===== src/rtl/sfdl_pkg.sv =====
// Package for the smoothed feedback delay line: shared widths, constants,
// the configuration register codes and the result word type.
// No dependencies.
`default_nettype none

package sfdl_pkg;

  localparam int STORE_DEPTH_DEF  = 65536;
  localparam int NUM_CHANNELS_DEF = 2;

  localparam int SAMPLE_W = 24;
  localparam int CFG_W    = 16;
  localparam int GAIN_W   = 16;
  localparam int FRAC_W   = 16;

  // Smoothing coefficient 131/65536, close to 0.002.
  localparam int SMOOTH_COEF = 131;
  localparam int COEF_W      = 8;

  // Result queue; deep enough to cover the three pipeline stages at full rate.
  localparam int FIFO_DEPTH = 8;
  localparam int FIFO_AW    = 3;
  localparam int FIFO_CNT_W = 4;

  typedef enum logic [0:0] {
    REG_TARGET_DELAY  = 1'b0,
    REG_FEEDBACK_GAIN = 1'b1
  } cfg_reg_t;

  typedef logic signed [SAMPLE_W-1:0] sample_t;

  localparam sample_t SAMPLE_MAX = {1'b0, {(SAMPLE_W-1){1'b1}}};
  localparam sample_t SAMPLE_MIN = {1'b1, {(SAMPLE_W-1){1'b0}}};

  typedef struct packed {
    sample_t sample_out;
    logic    delay_active;
  } result_t;

endpackage

`default_nettype wire


===== src/rtl/sfdl_smoother.sv =====
// Per-channel delay smoother: glides each channel's fixed-point delay toward
// the clamped target and reports the whole-sample part of the new value.
// Depends on sfdl_pkg.
`default_nettype none

module sfdl_smoother #(
  parameter int STORE_DEPTH  = sfdl_pkg::STORE_DEPTH_DEF,
  parameter int NUM_CHANNELS = sfdl_pkg::NUM_CHANNELS_DEF,
  parameter int PW           = $clog2(STORE_DEPTH),
  parameter int CW           = 1
) (
  input  logic                       clk,
  input  logic                       rst,
  input  logic                       step,
  input  logic [CW-1:0]              ch,
  input  logic [sfdl_pkg::CFG_W-1:0] target_delay,
  output logic [PW-1:0]              whole
);

  localparam int SW  = PW + sfdl_pkg::FRAC_W;
  localparam int PRW = SW + sfdl_pkg::COEF_W;
  localparam int TW  = (PW > sfdl_pkg::CFG_W) ? PW : sfdl_pkg::CFG_W;
  localparam logic [TW-1:0] LAST_T = TW'(STORE_DEPTH - 1);

  logic [SW-1:0]  smoothed [NUM_CHANNELS];
  logic [SW-1:0]  s_cur;
  logic [SW-1:0]  s_next;
  logic [SW-1:0]  tgt;
  logic [SW-1:0]  diff;
  logic [SW-1:0]  mag;
  logic [PRW-1:0] scaled;
  logic [TW-1:0]  tgt_ext;
  logic [PW-1:0]  tgt_whole;
  logic           up;

  always_comb begin
    tgt_ext   = TW'(target_delay);
    tgt_whole = (tgt_ext > LAST_T) ? LAST_T[PW-1:0] : tgt_ext[PW-1:0];
    tgt       = {tgt_whole, {sfdl_pkg::FRAC_W{1'b0}}};
    s_cur     = smoothed[ch];
    up        = (tgt >= s_cur);
    diff      = up ? (tgt - s_cur) : (s_cur - tgt);
    // Rounded-up step: ceil(diff * 131 / 65536).
    scaled    = PRW'(diff) * PRW'(sfdl_pkg::SMOOTH_COEF)
              + PRW'({sfdl_pkg::FRAC_W{1'b1}});
    mag       = SW'(scaled >> sfdl_pkg::FRAC_W);
    s_next    = up ? (s_cur + mag) : (s_cur - mag);
    whole     = s_next[SW-1:sfdl_pkg::FRAC_W];
  end

  always_ff @(posedge clk) begin
    if (rst) begin
      for (int i = 0; i < NUM_CHANNELS; i++) begin
        smoothed[i] <= '0;
      end
    end else if (step) begin
      smoothed[ch] <= s_next;
    end
  end

endmodule

`default_nettype wire


===== config.mk =====
export PLATFORM = sky130hd
export DESIGN_NAME = sfdl_smoother
export DESIGN_NICKNAME = d
export VERILOG_FILES = /design/src/rtl/sfdl_pkg.sv /design/src/rtl/sfdl_smoother.sv
export SDC_FILE = /design/constraint.sdc
export NUM_CORES = 1
export LEC_CHECK = 0
export ABC_AREA = 1
export BUFFER_PORTS_ARGS = -buffer_cell sky130_fd_sc_hd__buf_2
export CELL_PAD_IN_SITES_DETAIL_PLACEMENT = 0
export CELL_PAD_IN_SITES_GLOBAL_PLACEMENT = 1
export CORE_UTILIZATION = 30
export CTS_CLUSTER_SIZE = 40
export DETAILED_ROUTE_END_ITERATION = 8
export GPL_ROUTABILITY_DRIVEN = 0
export HOLD_SLACK_MARGIN = 0.06
export PLACE_DENSITY_LB_ADDON = 0.12
export SETUP_SLACK_MARGIN = 0.05
export SYNTH_ARGS = -nofsm -noshare
export SYNTH_HDL_FRONTEND = slang
export SYNTH_SLANG_ARGS = --single-unit

===== constraint.sdc =====
create_clock -name clk -period 23.4 [get_ports clk]
set_input_delay 3.51 -clock clk [delete_from_list [all_inputs] [get_ports clk]]
set_output_delay 3.51 -clock clk [all_outputs]
set_load 0.005 [all_outputs]

== After elaboration in Yosys (flattened, before gate mapping) ==
Memory sizes are Yosys's and may differ from the RTL's.
Cells that the tools add are included.

* Add/sub/neg operators: 5
* $mul: 1
* Divide/modulo/power cells: 0
* $lt $le $gt $ge: 2
* Equal/unequal tests: 0
* Shift operators: 0
* Muxes and demuxes: 11
* Bitwise logic cells: 0
* Reductions and logical operators: 1

{| class="wikitable"
|+ Operators with widths
! kind !! count
|-
| $mux 32 || 3
|-
| $sub 32x32->32 || 2
|-
| $add 40x16->40 const B || 1
|-
| $mul 32x8->40 const B || 1
|-
| $add 32x24->32 || 1
|-
| $ge 32x32->1 || 1
|-
| $reduce_or 32->1 || 1
|-
| $sub 32x24->32 || 1
|-
| $gt 16x16->1 const B || 1
|-
| $mux 16 || 1
|-
| $mux 1 || 7
|}

* Register bits after elaboration: 0
* Latch bits: 0
* Memory bits (writable): 64
* ROM bits: 0
* Input bits: 20
* Output and inout port bits: 16
* Logic and storage cells: 21
* Memories: 1

{| class="wikitable"
|+ Memories
! name !! depth !! bits a word !! read ports !! clocked after Yosys merged registers in !! wr ports !! line !! text
|-
| smoothed || 2 || 32 || 1 || 0 || 2 || sfdl_smoother.sv:25 || <nowiki>logic [SW-1:0] smoothed [NUM_CHANNELS];</nowiki>
|}

== Longest topological paths before layout ==
* Depth in word-level cells: 9
* Mapped depth: 62
* Gate-level depth less buffers: 56

== Worst setup path after synthesis ==
No wires, ideal clock.

* Kind: input to output
* Start point: in ch
* End point: out whole[9]
* Data arrival time: 11.666 ns
* Required time: 19.890 ns
* Setup slack: 8.224 ns
* Stages on the path: 55
* Buffers on the path: 6
* Cell sequence: inv_2 -> clkbuf_1 -> clkbuf_1 -> or2_2 -> o21ai_0 -> inv_1 -> ha_1 -> buf_2 -> nand2_1 -> nor2_1 -> nand2_1 -> nor2_1 -> nand3_2 -> nand2_4 -> buf_6 -> buf_2 -> o21ai_0 -> xor2_1 -> [19 not listed] -> inv_1 -> nand3_1 -> nand2_1 -> xor2_1 -> inv_1 -> ha_1 -> a21oi_1 -> o21ai_0 -> a21oi_1 -> nand2_1 -> a21boi_0 -> o21bai_1 -> nand2_1 -> nand2_1 -> or2_2 -> nand2_1 -> inv_1 -> buf_4

* Longest elaborated chain between the ends: 7

{| class="wikitable"
|+ RTL lines
! item !! line !! text
|-
| from (decl) || sfdl_smoother.sv:15 || <nowiki>input logic [CW-1:0] ch,</nowiki>
|-
| $mem_v2 2x32 (*) || - ||
|-
| $sub 32x32->32 or $ge 32x32->1 (tied branches) || sfdl_smoother.sv:42, sfdl_smoother.sv:41 ||
|-
| $mux 32 || sfdl_smoother.sv:42 || <nowiki>diff = up ? (tgt - s_cur) : (s_cur - tgt);</nowiki>
|-
| $mul 32x8->40 || sfdl_smoother.sv:44 || <nowiki>scaled = PRW'(diff) * PRW'(sfdl_pkg::SMOOTH_COEF)</nowiki>
|-
| $add 40x16->40 || sfdl_smoother.sv:45 || <nowiki>+ PRW'({sfdl_pkg::FRAC_W{1'b1}});</nowiki>
|-
| $sub 32x24->32 or $add 32x24->32 (tied branches) || sfdl_smoother.sv:47 || <nowiki>s_next = up ? (s_cur + mag) : (s_cur - mag);</nowiki>
|-
| $mux 32 (*) || sfdl_smoother.sv:47 ||
|-
| to (decl) || sfdl_smoother.sv:17 || <nowiki>output logic [PW-1:0] whole</nowiki>
|}

Mark *: on every way between the ends. The rest lies on a longest branch, timed or not.

== Worst setup path in the final report ==
* Start point: in ch
* End point: out whole[7]

The elaborated chain is that of the path after synthesis.

==> summary.md <==
| Metric | Value |
|---|---|
| Row count | `74` |
| Setup ws final | `5033 ps` |
| Grt total ovfl | `0` |
| Largest register by flop count | `smoothed` |
| Worst-path clk slew | `60 ps` |
| Num CTS Buffers | `9` |
| Sink Count | `64` |
| Final Cell Area | `13500 sq um` |
| Layer with the highest usage | `met2` |
| Max reg flops | `64` |
| Initial antenna violation count | `0` |
| Largest net degree at the start of global routing | `50` |
| Post-cts sizing count | `0` |
| Post-synth net total | `2200` |
| Asr flop ratio synth | `0%` |
| Largest registers | `smoothed x64` |
| Final worst path period share | `78.49%` |
| Chip height | `206.4 um` |
| Routed via count | `11470` |
| Startpoint Class | `primary input` |
| CTS tree | `done` |
| Element type at the critical path end | `output pin` |
| Max_cap viols | `0` |
| EDFF count, synth | `64` |
| CTS max path bufs | `2` |
| Global routing usage on met1 | `27.21%` |
| Setup TNS | `0 ps` |
| Leading post-synthesis cells by cell area | `ha_1, nand2_1, edfxtp_1, inv_1, nor2_1` |
| Yosys warning count | `0` |
| Critical Path RT | `19890 ps` |
| Syn-to-layout area delta | `7.684%` |
| Final setup viols | `0` |
| Antenna diode count | `0` |
| Final slew viol count | `0` |
| Skew final | `8.184 ps` |
| CP Class | `primary input to output pin` |
| Area after DPL | `13170 sq um` |
| Worst hold path type | `flop to flop` |
| Placeable Area | `41020 sq um` |
| Largest area contributor in the netlist | `ha_1` |
| Antenna Nets Post-Route | `0` |
| GRT Resource Usage Total | `19.52%` |
| Drt wl/cell | `16.07 um` |
| Status | `complete, no violations` |
| Unique masters post-synth | `48` |
| I/O Buffers | `35` |
| Hold Fails Final Rpt | `0` |
| Initial core utilization | `30.57%` |
| Area share of the largest cell type after synthesis | `17.96%` |
| Pre-CTS setup slack | `5059 ps` |
| Via density per instance | `4.573` |
| Syn avg cell area | `6.400 sq um` |
| H-tree depth | `3` |
| Post-DP HPWL | `35270 um` |
| Die Width | `206.4 um` |
| Fill cell count | `4607` |
| IO Pins | `36` |
| Slowest CP cell | `fa_1` |
| CTS Hold Buffers Added | `0` |
| DIE AREA | `42610 sq um` |
| Clk_lat worst skew | `340 ps` |
| Total Wirelength | `40300 um` |
| Mapped Area | `12540 sq um` |
| Layout cells sized above 1 | `6.073%` |
| Met2 usage | `32.70%` |
| Nets | `2212` |
| Critical-path maximum fanout | `49` |
| Max-Slew Margin vs Limit | `40.89%` |
| Ys flop type | `edfxtp_1` |
| Number of global-route vias before repair | `11560` |
| RSZ-0062 raised after global routing | `no` |
| DRC Markers | `0` |
| DRT iter0 DRCs | `535` |
| Sequential area share after synthesis | `15.33%` |
| Met3 GRT Util | `0.9461%` |
| Postcts setup bufs | `0` |
| Crit path DAT | `14860 ps` |
| CP peak stage delay | `530 ps` |
| Tmin final | `18370 ps` |
| Sequential cell area | `1922 sq um` |
| Area of the multi-input gates | `8733 sq um` |
| Global-route wire length before repair | `63100 um` |
| Critical Path Most Common Cell | `nand2_1` |
| 1st-pass router iterations | `5` |
| Final Util | `32.91%` |
| Worst Tran Pin Value | `877.3 ps` |
| Synthesized flop and latch total | `64` |
| Clk root buf | `clkbuf_16` |
| Cells after Synth | `1959` |
| Fmax | `54.44 MHz` |
## routing by layer
layer	vias to the layer above	wire length, um	part of all wire (%)
met3	38	658	1.6
li1	6066	-	-
met2	145	18510	46
met4	0	734	1.8
met5	-	0	0
met1	5219	20390	51
## through the flow
step           instances  hold slack [ps]
3_3_place_gp        2492            993.0
3_5_place_dp        2492            998.6
4_1_cts             2508             1015
6_report            2508             1001
5_1_grt             2508             1067
2_1_floorplan       1959            871.8
## area by class of cell
class,count,share of cell area (%)
repair buffers,40,1.576
inverters,436,12.14
multi-input cells,1420,64.69
clock buffers,9,1.668
clock inverters,7,0.7600
flip-flops and latches,64,14.24
well taps,532,4.931
## cell usage in the layout (no fill, tap or decap), drive strengths merged, types with 7 or more instances in the layout
master,count
o21bai,12
nor3,13
a21o,7
nand2,537
xor2,59
fa,41
a31oi,10
nand4,14
inv,439
edfxtp,64
buf,40
nand3,89
clkbuf,9
o21ai,71
ha,180
xnor2,25
nor2,228
a21oi,90
or2,19
## worst paths after layout
| kind | startpoint | slack [ps] | cells after the start | to |
|---|---|---|---|---|
| setup / recovery | ch | 5030 | 52 | whole[7] |
| hold / removal | smoothed[0][3] | 1000 | 5 | smoothed[0][3] |
| setup reg to reg | smoothed[1][26] | 12560 | 47 | smoothed[1][23] |
| hold reg to reg | smoothed[0][3] | 1000 | 5 | smoothed[0][3] |
## cell families after synthesis
logic type | share of synthesized area [%]
compound gates | 9.162
xor+xnor | 5.868
fa+ha+maj | 24.51
buf+inv | 15.01
flops | 15.33
mux | 0.07984
simple gates | 30.04
## synthesized netlist by cell type (all sizes together) (2+ instances only)
cell type,instances
xnor2,25
o21ai,71
o21a,2
a21o,7
nand2,537
or2,19
nor2,228
a41oi,2
a21boi,2
nand3,89
nand4,14
and2,3
o31ai,2
inv,436
nor4,2
clkbuf,12
fa,41
o21bai,12
a21oi,90
a2111oi,3
a31oi,10
edfxtp,64
xor2,59
nor3,13
buf,27
ha,180
nand3b,3
## worst max-delay path: cells and delay by family
family / cells / cell delay (ps)
and+or+nand+nor: 21 / 3700
AOI/OAI and AO/OA: 8 / 1930
buffers and inverters: 14 / 1960
xor gates and xnor gates: 2 / 840
adders and majority gates: 7 / 2840
Power is not shown: default switching activity piles up to over one toggle a cycle in this logic, so the estimate is an artifact.
