<file path="config.mk">
export PLATFORM = sky130hd
export DESIGN_NAME = sfdl_result_fifo
export DESIGN_NICKNAME = d
export VERILOG_FILES = /design/src/rtl/sfdl_pkg.sv /design/src/rtl/sfdl_result_fifo.sv
export SDC_FILE = /design/constraint.sdc
export NUM_CORES = 1
export LEC_CHECK = 0
export BUFFER_PORTS_ARGS = -buffer_cell sky130_fd_sc_hd__buf_2
export CAP_MARGIN = 0
export CORE_MARGIN = 2
export CORE_UTILIZATION = 27
export CTS_CLUSTER_SIZE = 25
export DETAILED_ROUTE_END_ITERATION = 12
export PLACE_DENSITY = 0.48
export SYNTH_ARGS = -nofsm -noshare
export SYNTH_HDL_FRONTEND = slang
export SYNTH_SLANG_ARGS = --single-unit
</file>
<file path="constraint.sdc">
create_clock -name clk -period 4.6 [get_ports clk]
set_input_delay 1.38 -clock clk [delete_from_list [all_inputs] [get_ports clk]]
set_output_delay 1.38 -clock clk [all_outputs]
set_load 0.02 [all_outputs]
</file>
<file path="src/rtl/sfdl_pkg.sv">
// Package for the smoothed feedback delay line: shared widths, constants,
// the configuration register codes and the result word type.
// No dependencies.
`default_nettype none

package sfdl_pkg;

  localparam int STORE_DEPTH_DEF  = 65536;
  localparam int NUM_CHANNELS_DEF = 2;

  localparam int SAMPLE_W = 24;
  localparam int CFG_W    = 16;
  localparam int GAIN_W   = 16;
  localparam int FRAC_W   = 16;

  // Smoothing coefficient 131/65536, close to 0.002.
  localparam int SMOOTH_COEF = 131;
  localparam int COEF_W      = 8;

  // Result queue; deep enough to cover the three pipeline stages at full rate.
  localparam int FIFO_DEPTH = 8;
  localparam int FIFO_AW    = 3;
  localparam int FIFO_CNT_W = 4;

  typedef enum logic [0:0] {
    REG_TARGET_DELAY  = 1'b0,
    REG_FEEDBACK_GAIN = 1'b1
  } cfg_reg_t;

  typedef logic signed [SAMPLE_W-1:0] sample_t;

  localparam sample_t SAMPLE_MAX = {1'b0, {(SAMPLE_W-1){1'b1}}};
  localparam sample_t SAMPLE_MIN = {1'b1, {(SAMPLE_W-1){1'b0}}};

  typedef struct packed {
    sample_t sample_out;
    logic    delay_active;
  } result_t;

endpackage

`default_nettype wire

</file>
<file path="src/rtl/sfdl_result_fifo.sv">
// Small result queue between the delay pipeline and the output channel.
// Depends on sfdl_pkg.
`default_nettype none

module sfdl_result_fifo (
  input  logic                            clk,
  input  logic                            rst,
  input  logic                            push,
  input  sfdl_pkg::result_t               push_data,
  input  logic                            pop,
  output sfdl_pkg::result_t               head,
  output logic                            not_empty,
  output logic [sfdl_pkg::FIFO_CNT_W-1:0] count
);

  sfdl_pkg::result_t                 slots [sfdl_pkg::FIFO_DEPTH];
  logic [sfdl_pkg::FIFO_AW-1:0]      wr_ptr;
  logic [sfdl_pkg::FIFO_AW-1:0]      rd_ptr;

  assign head      = slots[rd_ptr];
  assign not_empty = (count != '0);

  always_ff @(posedge clk) begin
    if (rst) begin
      wr_ptr <= '0;
      rd_ptr <= '0;
      count  <= '0;
    end else begin
      if (push) begin
        wr_ptr <= wr_ptr + 1'b1;
      end
      if (pop) begin
        rd_ptr <= rd_ptr + 1'b1;
      end
      if (push && !pop) begin
        count <= count + 1'b1;
      end else if (pop && !push) begin
        count <= count - 1'b1;
      end
    end
  end

  always_ff @(posedge clk) begin
    if (push) begin
      slots[wr_ptr] <= push_data;
    end
  end

endmodule

`default_nettype wire

</file>
Yosys cells after proc, flatten, opt, wreduce, memory -nomap -nowiden

Memories as Yosys holds them, arrays and structs flattened. A register that Yosys moved wholly into a read port is not among the register bits.
Index checks and enable logic that the tools add are counted.

Add/sub/neg operators: 4
Muxes and demuxes: 6
Reduce and logical (&&, ||, !) cells: 6

Operator list:

| cell                                                               | count |
|---|---|
| 4-bit 2-to-1 mux                                                   | 2 |
| 3-bit by 1-bit adder with 3-bit output, second input constant      | 2 |
| 3-bit 2-to-1 mux                                                   | 2 |
| 4-bit by 1-bit adder with 4-bit output, second input constant      | 1 |
| 4-bit nonzero test                                                 | 1 |
| 4-bit by 1-bit subtractor with 4-bit output, second input constant | 1 |
| 1-bit logical AND                                                  | 2 |
| 1-bit zero test                                                    | 2 |
| 1-bit 2-to-1 mux                                                   | 2 |
| 2-bit nonzero test                                                 | 1 |

Bits in registers: 10
Bits in writable memories: 200
Input bits: 29
Output and inout bits: 30
Word-level logic and storage cells: 20
Memories: 1

Memories:

| name  | depth | width | read ports | clocked after memory_dff | wr ports | line                   | RTL |
|---|---|---|---|---|---|---|---|
| slots | 8     | 25    | 1          | 1                        | 1        | sfdl_result_fifo.sv:16 | `sfdl_pkg::result_t slots [sfdl_pkg::FIFO_DEPTH];` |

Longest topological paths before layout

Gate-level depths: netlist (run 1).

Depth in word-level cells: 4
Mapped depth: 8

Worst setup path after synthesis (run 1)

No wires, ideal clock.

Path type: input -> register
Start: in push
End: mem slots[0][0] (netlist name) (enable)
Arrival time: 3.227 ns
Required time: 4.162 ns
Setup slack: 0.934 ns
Cell stages on the path: 2
Path buffers: 0
Path through: nand2b_1 > nor3_1

Cells in the longest elaborated chain, start to end: 2

Ends and longest elaborated chain:

| element                                | line                   | RTL |
|---|---|---|
| start: declaration                     | sfdl_result_fifo.sv:8  | `input logic push,` |
| 1-bit 2-to-1 mux                       | sfdl_result_fifo.sv:44 | `if (push) begin` |
| 1-bit 2-to-1 mux (not written as such) | sfdl_result_fifo.sv:45 | `slots[wr_ptr] <= push_data;` |
| end: declaration                       | sfdl_result_fifo.sv:16 |  |

No other way between the ends.

==> results.tsv, run 1 <==
stage	metric	value	unit
run_status	status	finished, final reports clean	
timing	hold_viol_final	0	
global_route	grt_max_degree	28	
routing	dr.pass1.iters	4	
power	switchingPower	0.934	mW
timing	fin_crit_sh	0.823	
routing	ant_nets	0	
place	place.gp.congestion	0.648	
final_layout	fin_cells	849	
power	vdd_ir_drop_max	0.000225	V
power	seqPwrFrac	0.514	
timing	rsz0062_at_grt	no	
worst_setup_path	cp.buffers_inverters	2	
place	placed_cell_area	9180	µm²
place	place_inst	809	
timing	finalSetupViolCount	0	
clock_tree	cts.repair.resized	0	
worst_setup_path	max_stage_delay	0.57	ns
floorplanning	ios	59	
synthesis	synth_edf_count	200	
worst_setup_path	cp_cell_sequence	buf_4, mux4_1, mux2_2, buf_2	
global_route	grt_pass1_wl	25000	µm
synthesis	synth_cells	358	
clock_tree	ctsLongestPathBuffers	3	
synthesis	synth-seq-cells	213	
timing	hold-worst-slack	0.525	ns
power	swShare	0.218	
synthesis	ys_seq_area_frac	0.754	
floorplanning	start_util	0.273	
routing	drc	0	
synthesis	synth_fp_nets	393	
routing	via_per_inst	4.43	
clock_tree	hold_buffers	0	
clock_tree	clkTransAtPathRegs	0.06	ns
synthesis	async_flop_share	0	
clock_tree	clock_latency	0.49	ns
routing	vias	3764	
hold_path	hp-class	reg -> reg	
routing	drt_wl_total	16400	µm
global_route	grt_pass1_vias	4061	
clock_tree	cts_setup_buffers	0	
power	p_leak	3.27	nW
timing	skew	0.00714	ns
clock_tree	cts-root-buf	clkbuf_16	
final_layout	area_growth	18.8	%
synthesis	synth_top_cell_by_area	edfxtp_1	
timing	slew_viol_final	0	
floorplanning	coreArea	30400	µm²
worst_setup_path	critPathTopFamily	multiplexers	
floorplanning	rows	64	
worst_setup_path	worst_path_max_delay_cell	mux4_1	
clock_tree	cts_tree	built	
worst_setup_path	crit_arrival	2.40	ns
floorplanning	die_x	179	µm
worst_setup_path	setup.worst_path.start_class	register	
timing	fin_crit	3.78	ns
worst_setup_path	critPathKind	reg -> out	
floorplanning	die_y	179	µm
synthesis	ys_top_cells_by_count	200 x edfxtp_1, 50 x mux4_1, 26 x mux2_2, 18 x nor2_1, 13 x dfxtp_1	
power	pwr-share-clk	0.396	
place	dpl.hpwl	9600	µm
final_layout	layout.nets	473	
final_layout	drive_gt1_frac	0.308	
synthesis	synth.distinct_cells	23	
synthesis	yosysWarningCount	0	
global_route	antenna_found_initial	2	
synthesis	synth_top_area_frac	0.723	
floorplanning	die-area	32200	µm²
timing	setup_tns	0	ns
power	finalPower	4.28	mW
synthesis	synthFlopType	edfxtp_1	
worst_setup_path	path_max_fanout	14	
flow_run	drv_cap	0	
place	io_buffers	58	
timing	fmax	264	MHz
timing	slew_headroom	0.480	
power	combPwrFrac	0.089	
synthesis	synth_area	8310	µm²
clock_tree	cts.sinks	213	
timing	setup_slack	0.816	ns
timing	worst_pin_slew	0.776	ns
worst_setup_path	end_kind	primary output	
power	internal_power	3.35	mW
clock_tree	htreeDepth	1	
routing	drt-wirelength-per-cell	19.4	µm
final_layout	utilization	0.324	
synthesis	synth.most_common_cell	edfxtp_1	
clock_tree	cts_buffers	23	
worst_setup_path	crit_required	3.22	ns
place	dp_worst_setup_slack	1.28	ns
synthesis	synthTopCellsByArea	edfxtp_1 72%, mux4_1 16%, mux2_2 3.5%, dfxtp_1 3.1%, nor2_1 0.81%	
synthesis	avgSynthCellArea	23.2	µm²
routing	drt_iter0_drc	309	
power	power_density	433	nW/µm²
global_route	track_usage	0.102	
global_route	gr-total-overflow	0	
final_layout	postLayoutCellArea	9870	µm²
layer usage:
layer  routed length [µm]  global-route usage
met1                 7180               0.131
met2                 8130               0.174
met3                  810              0.0221
met4                  303              0.0273
met5                   14                   0
cell families (layout without fill, tap and decap cells):
kind of cell / count (synthesis) / count (layout) / share of synthesized area
flops: 213 / 213 / 0.754
mux: 79 / 79 / 0.197
simple gates: 31 / 31 / 0.0164
buf+inv: 19 / 113 / 0.0140
fa+ha+maj: 6 / 6 / 0.00994
compound gates: 5 / 5 / 0.00346
xor+xnor: 5 / 5 / 0.00527
other cells: 0 / 1 / 0
worst register-to-register path, stage by stage (launching register included):
cell,delay (ns)
dfxtp_1,0.34
nand2b_1,0.32
nor3_2,0.66
buf_4,0.39
cell usage in the layout (no fill, tap or decap), types with 4 or more instances in the layout:
cell,count
clkbuf_1,5
mux4_1,50
buf_2,58
nor2_1,12
mux2_2,26
nor2_4,6
edfxtp_1,200
buf_4,12
clkbuf_16,23
nand2_1,4
ha_1,5
dfxtp_1,11
nand2b_1,4
final timing paths:
check | slack [ns] | start | to | cells after the start
worst max-delay path | 0.82 | register | head[8] | 4
worst min-delay path | 0.52 | rd_ptr[2]$_SDFFE_PP0P_ | rd_ptr[2]$_SDFFE_PP0P_ | 2
worst max register to register | 2.57 | wr_ptr[0]$_SDFFE_PP0P_ | slots[0][0]$_DFFE_PP_ | 3
worst min register to register | 0.52 | rd_ptr[2]$_SDFFE_PP0P_ | rd_ptr[2]$_SDFFE_PP0P_ | 2
power by group through the flow:
| stage | sequential (mW) | combinational [mW] | clock (mW) |
|---|---|---|---|
| after detailed placement | 2.24 | 0.391 | 0 |
| after CTS | 2.20 | 0.393 | 1.74 |
| after global placement | 2.24 | 0.384 | 0 |
| after global routing | 2.21 | 0.417 | 1.82 |
| final | 2.20 | 0.383 | 1.70 |
| after floorplan | 2.23 | 0.259 | 0 |
state kept, by name, indices dropped and copies added, names as in the netlist, named ones only:
register / flops
wr_ptr: 3
rd_ptr: 3
slots: 200
count: 4
layout make-up:
class	instances	area (µm²)
Antenna cell	1	2.50
Clock buffer	30	622
Clock inverter	9	71.3
Fill cell	2901	20600
Inverter	2	7.51
Multi-Input combinational cell	126	1980
Sequential cell	213	6270
Tap cell	396	495
Timing Repair Buffer	72	420
Power figures use the tool's default switching activity.
==> run 2, diff against run 1 <==
--- a/config.mk
+++ b/config.mk
@@ -11,7 +11,7 @@
 export CORE_UTILIZATION = 27
 export CTS_CLUSTER_SIZE = 25
 export DETAILED_ROUTE_END_ITERATION = 12
-export PLACE_DENSITY = 0.48
+export PLACE_DENSITY = 0.49
 export SYNTH_ARGS = -nofsm -noshare
 export SYNTH_HDL_FRONTEND = slang
 export SYNTH_SLANG_ARGS = --single-unit
==> constraint.sdc (replaced) <==
create_clock -name clk -period 3.2 [get_ports clk]
set_input_delay 0.96 -clock clk [delete_from_list [all_inputs] [get_ports clk]]
set_output_delay 0.96 -clock clk [all_outputs]
set_load 0.02 [all_outputs]
==> run 2 against run 1 <==
Combinational power increased by 57%. Global-route usage increased by 0.098 points. Via count increased by 0.32%. Critical path depth unchanged. First-iteration DRC count decreased by 9.1%. Non-clock buffer count unchanged. Final area increased by 0.87%. Worst setup slack got worse by 0.77 ns.
==> results.tsv, run 2 (synthesis gave the netlist of run 1 again) <==
stage	metric	value	unit
timing	hold_viol_final	0	
hold_path	hold_end	wr_ptr[0]$_SDFFE_PP0P_	
timing	rsz0062_at_grt	yes	
hold_path	hp-class	reg -> reg	
clock_tree	cts-root-buf	clkbuf_16	
place	place.gp.congestion	0.643	
worst_setup_path	reg2reg_slack	1.52	ns
worst_setup_path	cp_cell_sequence	clkbuf_16, mux4_1, mux2_2, buf_2	
timing	fmax	317	MHz
global_route	antenna_found_initial	2	
timing	slew_headroom	0.668	
global_route	gr-total-overflow	0	
place	placed_cell_area	9180	µm²
global_route	grt_pass1_wl	25100	µm
final_layout	largest_reg_flops	200	
run_status	status	finished, final reports clean	
flow_run	drv_cap	0	
floorplanning	ios	59	
worst_setup_path	crit_required	2.24	ns
routing	ant_nets	0	
clock_tree	ctsLongestPathBuffers	3	
worst_setup_path	end_kind	primary output	
clock_tree	clkTransAtPathRegs	0.06	ns
routing	vias	3776	
final_layout	layout.nets	474	
routing	via_per_inst	4.43	
power	p_leak	3.28	nW
place	place_inst	806	
hold_path	min_path_cells	2	
clock_tree	cts.sinks	213	
routing	drt_iter0_drc	281	
worst_setup_path	timing.rr.start	wr_ptr[0]$_SDFFE_PP0P_	
floorplanning	die-area	32200	µm²
worst_setup_path	crit_arrival	2.19	ns
timing	fin_crit_sh	0.985	
clock_tree	hold_buffers	0	
worst_setup_path	r2r_end	slots[0][7]$_DFFE_PP_	
final_layout	postLayoutCellArea	9960	µm²
worst_setup_path	worst_path_max_delay_cell	mux4_1	
routing	drc	0	
place	io_buffers	58	
global_route	grt_pass1_vias	4030	
floorplanning	coreArea	30400	µm²
routing	drt-wirelength-per-cell	20.3	µm
final_layout	fin_cells	852	
timing	skew	0.0151	ns
clock_tree	cts_setup_buffers	0	
floorplanning	rows	64	
final_layout	mostFrequentLayoutCells	200 x edfxtp_1, 58 x buf_2, 47 x mux4_1, 26 x clkbuf_16, 25 x mux2_2	
final_layout	top_register	slots	
floorplanning	die_y	179	µm
power	power_density	620	nW/µm²
worst_setup_path	path_max_fanout	12	
power	finalPower	6.17	mW
final_layout	largestRegisters	slots: 200 flops, count: 4 flops	
final_layout	area_growth	19.8	%
routing	drt_wl_total	17300	µm
final_layout	fillers	2897	
hold_path	hold_path.startpoint	wr_ptr[0]$_SDFFE_PP0P_	
final_layout	multiInputGateArea	1990	µm²
worst_setup_path	critPathKind	reg -> out	
worst_setup_path	max_stage_delay	0.55	ns
final_layout	final_common_cell	edfxtp_1	
global_route	grt_max_degree	51	
power	vdd_ir_drop_max	0.000282	V
worst_setup_path	ff2ff_path_depth	3	
clock_tree	clock_latency	0.50	ns
worst_setup_path	setup.worst_path.start_class	register	
final_layout	drive_gt1_frac	0.306	
clock_tree	htreeDepth	1	
global_route	track_usage	0.103	
place	dpl.hpwl	8820	µm
timing	fin_crit	3.15	ns
floorplanning	start_util	0.273	
floorplanning	die_x	179	µm
clock_tree	cts_tree	built	
timing	finalSetupViolCount	0	
final_layout	seq_area	6270	µm²
timing	slew_viol_final	0	
clock_tree	cts_buffers	24	
routing	dr.pass1.iters	4	
timing	worst_pin_slew	0.497	ns
[run 2: cell count changes in the layout (fill, tap and decap cells not counted), sizes merged]
| cell | change |
|---|---|
| diode | +1 |
| bufinv | -1 |
| clkinvlp | -1 |
| buf | -1 |
| clkbuf | +5 |
[run 2: routing by layer]
metal,vias to the layer above,share of wire,global-route usage
li1,1692,-,-
met1,2002,0.45,0.134
met2,68,0.49,0.175
met3,14,0.042,0.0237
met4,0,0.0093,0.0228
met5,-,0,0
[run 2: cell type report]
cell class / instances / share of cell area
Tap cell: 396 / 0.0498
Clock buffer: 34 / 0.0662
Clock inverter: 7 / 0.00327
Timing Repair Buffer: 72 / 0.0500
Antenna cell: 2 / 0.000503
Multi-Input combinational cell: 126 / 0.200
Inverter: 2 / 0.000754
Sequential cell: 213 / 0.630
[run 2: worst max path at each step]
stage | from | endpoint | slack (ns) | depth (start not counted)
after CTS | register | head[19] | 0.001 | 4
after global routing | register | head[19] | -0.006 | 4
after detailed placement | pop | count[3]$_SDFFE_PP0P_ | 0.47 | 9
final | register | head[3] | 0.05 | 4
after floorplan | push | slots[2][0]$_DFFE_PP_ | 0.64 | 2
after global placement | register | head[11] | 0.47 | 4
[run 2: where the power goes]
part           internal [mW]  switching (mW)  leakage (nW)
clock                   1.42           0.999         0.333
sequential              3.12          0.0344          1.92
combinational          0.271           0.328          1.02
total                   4.81            1.36          3.28
[run 2: critical path, delay by kind of cell, from the launching register on]
| family | cells | cell delay, ns |
|---|---|---|
| multiplexers | 2 | 0.83 |
| buffers and inverters | 2 | 0.40 |
| flip-flops | 1 | 0.45 |
[run 2: repair_timing]
item | in CTS | in global routing
resized for setup | 4 | 4
setup endpoints to repair | 22 | 15
cloned | 2 | 1
pin swaps | 0 | 0
[run 2: per-stage QoR]
step	setup slack (ns)	utilization	hold slack [ns]	TNS [ns]
floorplan	0.637	-	0.475	0
CTS	0.00105	0.326	0.514	0
finish	0.0470	0.327	0.514	0
global route	-0.00551	0.327	0.554	-0.0144
detailed placement	0.472	0.302	0.506	0
global placement	0.475	0.302	0.490	0
